[config.mk]
export PLATFORM = sky130hd
export DESIGN_NAME = rrip_front
export DESIGN_NICKNAME = d
export VERILOG_FILES = /design/src/rtl/core/rrip_pkg.sv /design/src/rtl/core/rrip_front.sv
export SDC_FILE = /design/constraint.sdc
export NUM_CORES = 1
export LEC_CHECK = 0
export BUFFER_PORTS_ARGS = -buffer_cell sky130_fd_sc_hd__buf_2
export CORE_MARGIN = 8
export CORE_UTILIZATION = 38
export CTS_BUF_LIST = sky130_fd_sc_hd__clkbuf_8
export CTS_CLUSTER_SIZE = 40
export DETAILED_ROUTE_END_ITERATION = 10
export PLACE_DENSITY = 0.8
export SKIP_CTS_REPAIR_TIMING = 1
export SLEW_MARGIN = 40
export SYNTH_ARGS = -nofsm -noshare
export SYNTH_HDL_FRONTEND = slang
export SYNTH_SLANG_ARGS = --single-unit
[constraint.sdc]
create_clock -name clk -period 22.8 [get_ports clk]
set_clock_uncertainty 0.2 [all_clocks]
set_input_delay 4.56 -clock clk [delete_from_list [all_inputs] [get_ports clk]]
set_output_delay 4.56 -clock clk [all_outputs]
set_load 0.03 [all_outputs]
[src/rtl/core/rrip_pkg.sv]
// ----------------------------------------------------------------------------
// rrip_pkg: shared types and constants of the RRIP replacement block
// Item kinds and the back stage sequencer states.
// ----------------------------------------------------------------------------
package rrip_pkg;

  localparam int unsigned AddrWidth = 64;
  localparam int unsigned RrpvMax = 3;
  localparam int unsigned StreamDetectCount = 3;
  localparam logic [1:0] StreamBypassRrpv = 2'd3;
  localparam int unsigned DipPselBits = 8;

  typedef enum logic {
    KIND_VICTIM = 1'b0,
    KIND_UPDATE = 1'b1
  } kind_t;

  // Back stage sequencer: clear all rows after reset, then per item read the
  // set rows, then modify and write back
  typedef enum logic [1:0] {
    BK_IDLE,
    BK_READ,
    BK_WRITE,
    BK_CLEAR
  } bk_state_t;

endpackage

[src/rtl/core/rrip_front.sv]
// ----------------------------------------------------------------------------
// rrip_front: item intake
// Registers a command, folds the set index and checks the way range, then
// hands the item to a one-entry queue toward the back stage.
// ----------------------------------------------------------------------------
module rrip_front #(
  parameter int unsigned NUM_SETS = 2048,
  parameter int unsigned NUM_WAYS = 16
) (
  input  logic                         clk,
  input  logic                         rst,
  input  logic                         start,
  input  logic                         kind,
  input  logic [10:0]                  set_index,
  input  logic [15:0]                  valid_mask,
  input  logic [3:0]                   way,
  input  logic [rrip_pkg::AddrWidth-1:0] address,
  input  logic                         hit,
  input  logic [4:0]                   rand_drrip,
  input  logic [4:0]                   rand_dip,
  input  logic                         pop,
  input  logic                         hold,
  output logic                         full,
  output logic                         q_valid,
  output logic                         q_kind,
  output logic [$clog2(NUM_SETS)-1:0]  q_set,
  output logic [NUM_WAYS-1:0]          q_valid_mask,
  output logic [$clog2(NUM_WAYS)-1:0]  q_way,
  output logic                         q_way_ok,
  output logic [rrip_pkg::AddrWidth-1:0] q_address,
  output logic                         q_hit,
  output logic                         q_rd_zero,
  output logic                         q_rp_zero
);

  localparam int unsigned SetW = $clog2(NUM_SETS);
  localparam int unsigned WayW = $clog2(NUM_WAYS);

  logic [SetW-1:0]     set_fold;
  logic [NUM_WAYS-1:0] vmask;

  // Set index modulo the set count (a power of two); ways beyond 16 have no
  // valid bit
  always_comb begin
    set_fold = SetW'(32'(set_index) & (NUM_SETS - 1));
    for (int i = 0; i < NUM_WAYS; i++) begin
      vmask[i] = (i < 16) ? valid_mask[i % 16] : 1'b0;
    end
  end

  // No intake while the queue holds an item or the back stage is clearing
  assign full = q_valid || hold;

  // Queue valid
  always_ff @(posedge clk) begin
    if (rst) begin
      q_valid <= 1'b0;
    end else if (start && !full) begin
      q_valid <= 1'b1;
    end else if (pop) begin
      q_valid <= 1'b0;
    end
  end

  // Queue payload
  always_ff @(posedge clk) begin
    if (start && !full) begin
      q_kind       <= kind;
      q_set        <= set_fold;
      q_valid_mask <= vmask;
      q_way        <= WayW'(way);
      q_way_ok     <= 32'(way) < NUM_WAYS;
      q_address    <= address;
      q_hit        <= hit;
      q_rd_zero    <= rand_drrip == 5'd0;
      q_rp_zero    <= rand_dip == 5'd0;
    end
  end

endmodule

### Yosys cells after proc, flatten, opt, wreduce, memory -nomap -nowiden

Index checks and enable logic that the tools add are counted.

| word-level totals | value |
|---|---|
| register bits | 100 |
| output and inout port bits | 102 |

| operators by class | value |
|---|---|
| reductions and logical operators | 6 |
| muxes and demuxes | 2 |

Operator list:

| kind | count |
|---|---|
| $logic_not 5->1 | 2 |
| $mux 1 | 2 |
| $reduce_bool 2->1 | 1 |
| $logic_and 1x1->1 | 1 |
| $logic_not 1->1 | 1 |
| $logic_or 1x1->1 | 1 |

### Logic depth before layout (Yosys ltp)

| depth | value |
|---|---|
| depth in word-level cells | 4 |
| mapped depth | 2 |
| depth with buffers taken out | 2 |

### Worst setup path after synthesis

OpenSTA, ideal clock, no wires.

| timing | value |
|---|---|
| kind | input -> register |
| start | in hold |
| end | reg q_valid |
| library setup time | 0.091 ns |
| stages on the path | 2 |
| path buffers | 0 |
| path slack | 9.965 ns |
| data arrival time | 12.545 ns |
| cells stage by stage | nor3b_1 -> o21ba_2 |

| between the ends | value |
|---|---|
| word-level cells in the longest chain between the ends | 4 |
| elaborated cells on any way between the ends | 5 |
| classes of those cells | 1 x mux; 4 x reduce/logical |

Ends and longest elaborated chain:

| item | RTL line | text |
|---|---|---|
| start, declared | rrip_front.sv:22 | `input logic hold,` |
| $logic_or 1x1->1 * | rrip_front.sv:52 | `assign full = q_valid \|\| hold;` |
| $logic_not 1->1 * | rrip_front.sv:58 | `end else if (start && !full) begin` |
| $logic_and 1x1->1 * | rrip_front.sv:58 |  |
| $mux 1 / $reduce_bool 2->1 (equally long branches) | -- |  |
| end signal, assigned | rrip_front.sv:57 | `q_valid <= 1'b0;` |
| end signal, assigned | rrip_front.sv:59 | `q_valid <= 1'b1;` |
| end signal, assigned | rrip_front.sv:61 | `q_valid <= 1'b0;` |
| end, declared | rrip_front.sv:24 | `output logic q_valid,` |

Mark *: on every way between the ends. The rest lies on a longest branch, timed or not.
A chain may end at the register's enable or synchronous reset.

### Final worst setup path

| timing | value |
|---|---|
| start | in hold |
| end | out full |

| between the ends | value |
|---|---|
| word-level cells in the longest chain between the ends | 1 |

Ends and longest elaborated chain:

| item | RTL line | text |
|---|---|---|
| $logic_or 1x1->1 | rrip_front.sv:52 |  |
| end, declared | rrip_front.sv:23 | `output logic full,` |

Every way passes these cells.

==> summary.md <==
| Metric | Value |
|---|---|
| Status | `complete, no violations` |
| Initial core utilization | `39.4%` |
| R2R cell count | `3` |
| Most numerous cell in the Yosys netlist | `edfxtp_1` |
| Final nets | `446` |
| Critical Path Sink Type | `output port` |
| 1st-iter DRT viols | `40` |
| Initial antenna violation count | `0` |
| Worst relative slew slack | `between 50% and 60%` |
| Crit-path most repeated cell | `buf_2` |
| Area growth syn-to-layout | `45.5%` |
| Final Setup Violations | `0` |
| CTS Sinks | `100` |
| Worst IR Drop VDD | `between 0.05 and 0.06 mV` |
| Hold path depth | `2` |
| Worst-path clk slew | `0.08 ns` |
| Htree depth | `3` |
| CP Launch Point | `hold` |
| Final Hold Viols | `0` |
| Least-Margin Pin Slew | `slightly below 0.7 ns` |
| Dpl cell area | `4260 um2` |
| Fmax | `101 MHz` |
| Ys flop type | `edfxtp_1` |
| Seq/Total Area, Yosys | `just under 100%` |
| Placer congestion estimate | `0.696` |
| Crit path DAT | `approximately 5 ns` |
| Worst hold-check path type | `register to register` |
| Pre-Repair DR Iteration Count | `4` |
| Longest Clk Path Bufs | `2` |
| Crit start category | `input pin` |
| Post-DP HPWL | `6430 um` |
| MaxCap Viol Count | `0` |
| Min-delay src | `q_valid` |
| TritonCTS clock tree | `built` |
| Register bit total from synthesis | `100` |
| DRC viols | `0` |
| Die Area | `11200 um2` |
| Number of buffers created by CTS | `9` |
| DIE HEIGHT | `106 um` |
| RSZ-0062 raised after global routing | `no` |
| CTS Root Buffer Type | `clkbuf_8` |
| Leak | `~1.9 nW` |
| Vias | `1944` |
| CP Class | `input pin to output port` |
| Design area | `between 4000 and 5000 um2` |
| Fraction of registers with async set/reset | `0%` |
| DR WL/cell | `between 15 and 20 um` |
| Fillers | `~650` |
| # rows | `32` |
| CP max FO | `2` |
| Die X | `about 110 um` |
| CP required | `18.04 ns` |
| CP cell instances | `buf_2 > or2_2 > buf_2` |
| Avg Inst Size Synth | `roughly 28 um2` |
| Vias in the first global route | `about 2200` |
| Worst skew pair latency | `0.34 ns` |
| Fin Setup TNS | `0 ns` |
| Gate Count Post-Synth | `between 100 and 150` |
| Cell Area, Synth | `3060 um2` |
| Synth area leaders | `edfxtp_1, dfxtp_1, or4_1` |
| Slowest stage delay, CP | `around 0.27 ns` |
| Final wirelength | `7970 um` |
| Post-synth EDFFs | `99` |
| Slew Limit Fails | `0` |
| Crit path time final | `9.87 ns` |
| Top post-synthesis cells by count | `edfxtp_1, nor2_1, or4_1` |
| Overflow after GRT | `0` |
| Boundary Pins | `around 210` |
| Share of cells above drive strength 1 | `approximately two thirds` |
| Largest net degree at the start of global routing | `55` |
| Core area | `about 7800 um2` |
| Reg-to-Reg Start | `q_valid` |
| Crit-path slowest cell | `or2_2` |
| Syn Nets | `222` |
| Synth top area share | `97.3%` |
| PD cells | `80.1 nW/um2` |
| Final ANT Viol Nets | `0` |
| Port Buffers | `212` |
| Largest area contributor in the netlist | `edfxtp_1` |
| Diode count | `0` |
| Ys Warns | `0` |
| Synth unique cells | `10` |
| Overall routing resource usage | `13.6%` |
| Via-to-Cell Ratio | `4.42` |
| First-pass GRT wire length | `11800 um` |
| Post-route clock period utilization | `around 43%` |
## layout by cell type, fill, tap and decap left out
cell	synthesis	final
nor2_1	2	2
dfxtp_1	1	1
o21ba_2	1	1
clkinv_1	0	1
or4_1	2	2
nor3b_2	0	1
bufinv_16	0	1
nor2b_1	1	1
buf_4	1	2
or2_2	1	1
conb_1	1	1
clkinv_4	0	2
buf_2	0	212
edfxtp_1	99	99
clkinvlp_4	0	2
clkbuf_8	0	9
## flip-flops by register name, indices dropped and copies added (netlist names)
signal        cells
q_valid_mask     16
q_set            11
q_address        64
q_rp_zero         1
q_kind            1
q_hit             1
q_way             4
q_rd_zero         1
q_valid           1
## worst paths after layout
path                   to  slack [ns]
max                  full       12.93
min               q_valid        0.48
max reg2reg  q_address[4]       20.51
min reg2reg       q_valid        0.48
## per-stage QoR
stage / util [%] / hold WS, ns / std cells / total power, W / setup WS [ns]
global placement: 54.8 / 0.458 / 425 / 0.000254 / 12.93
detailed placement: 54.8 / 0.473 / 425 / 0.000255 / 12.92
CTS: 57.3 / 0.494 / 440 / 0.000362 / 12.92
floorplan: - / 0.593 / 110 / 0.000239 / 9.96
finish: 57.3 / 0.483 / 440 / 0.000357 / 12.93
global route: 57.3 / 0.527 / 440 / 0.000371 / 12.91
## cell type report
type                            count  area, um2  share of cell area (%)
Timing Repair Buffer              214       1080                    24.2
Clock inverter                      6       66.3                    1.49
Tap cell                          102        128                    2.87
Sequential cell                   100       2990                    67.3
Clock buffer                        9        124                    2.78
Multi-Input combinational cell      9       61.3                    1.38
## worst max-delay path: cells and delay by family
kind / cells / cell delay (ns)
buffers and inverters: 2 / 0.29
and+or+nand+nor: 1 / 0.27
## report_power, final
group / internal (W) / switching [W]
Sequential: 0.000211 / 0.00000178
Clock: 0.0000501 / 0.0000563
Combinational: 0.0000120 / 0.0000249
Total: 0.000274 / 0.0000830
## cell families (layout without fill, tap and decap cells)
group           count (synthesis)  count (layout)  synth area share (%)
flops                         100             100                  97.9
simple gates                    7               7                  1.39
other cells                     1               1                 0.123
compound gates                  1               1                 0.327
buf+inv                         1             229                 0.246
## per-layer routing
metal	part of all wire [%]	GRT usage, %	up-vias
li1	-	-	883
met1	36	13.7	910
met2	50	23.3	136
met3	12	6.82	15
met4	1.9	6.03	0
met5	0	0	-
Note: power is estimated with default switching activity, not from simulation.
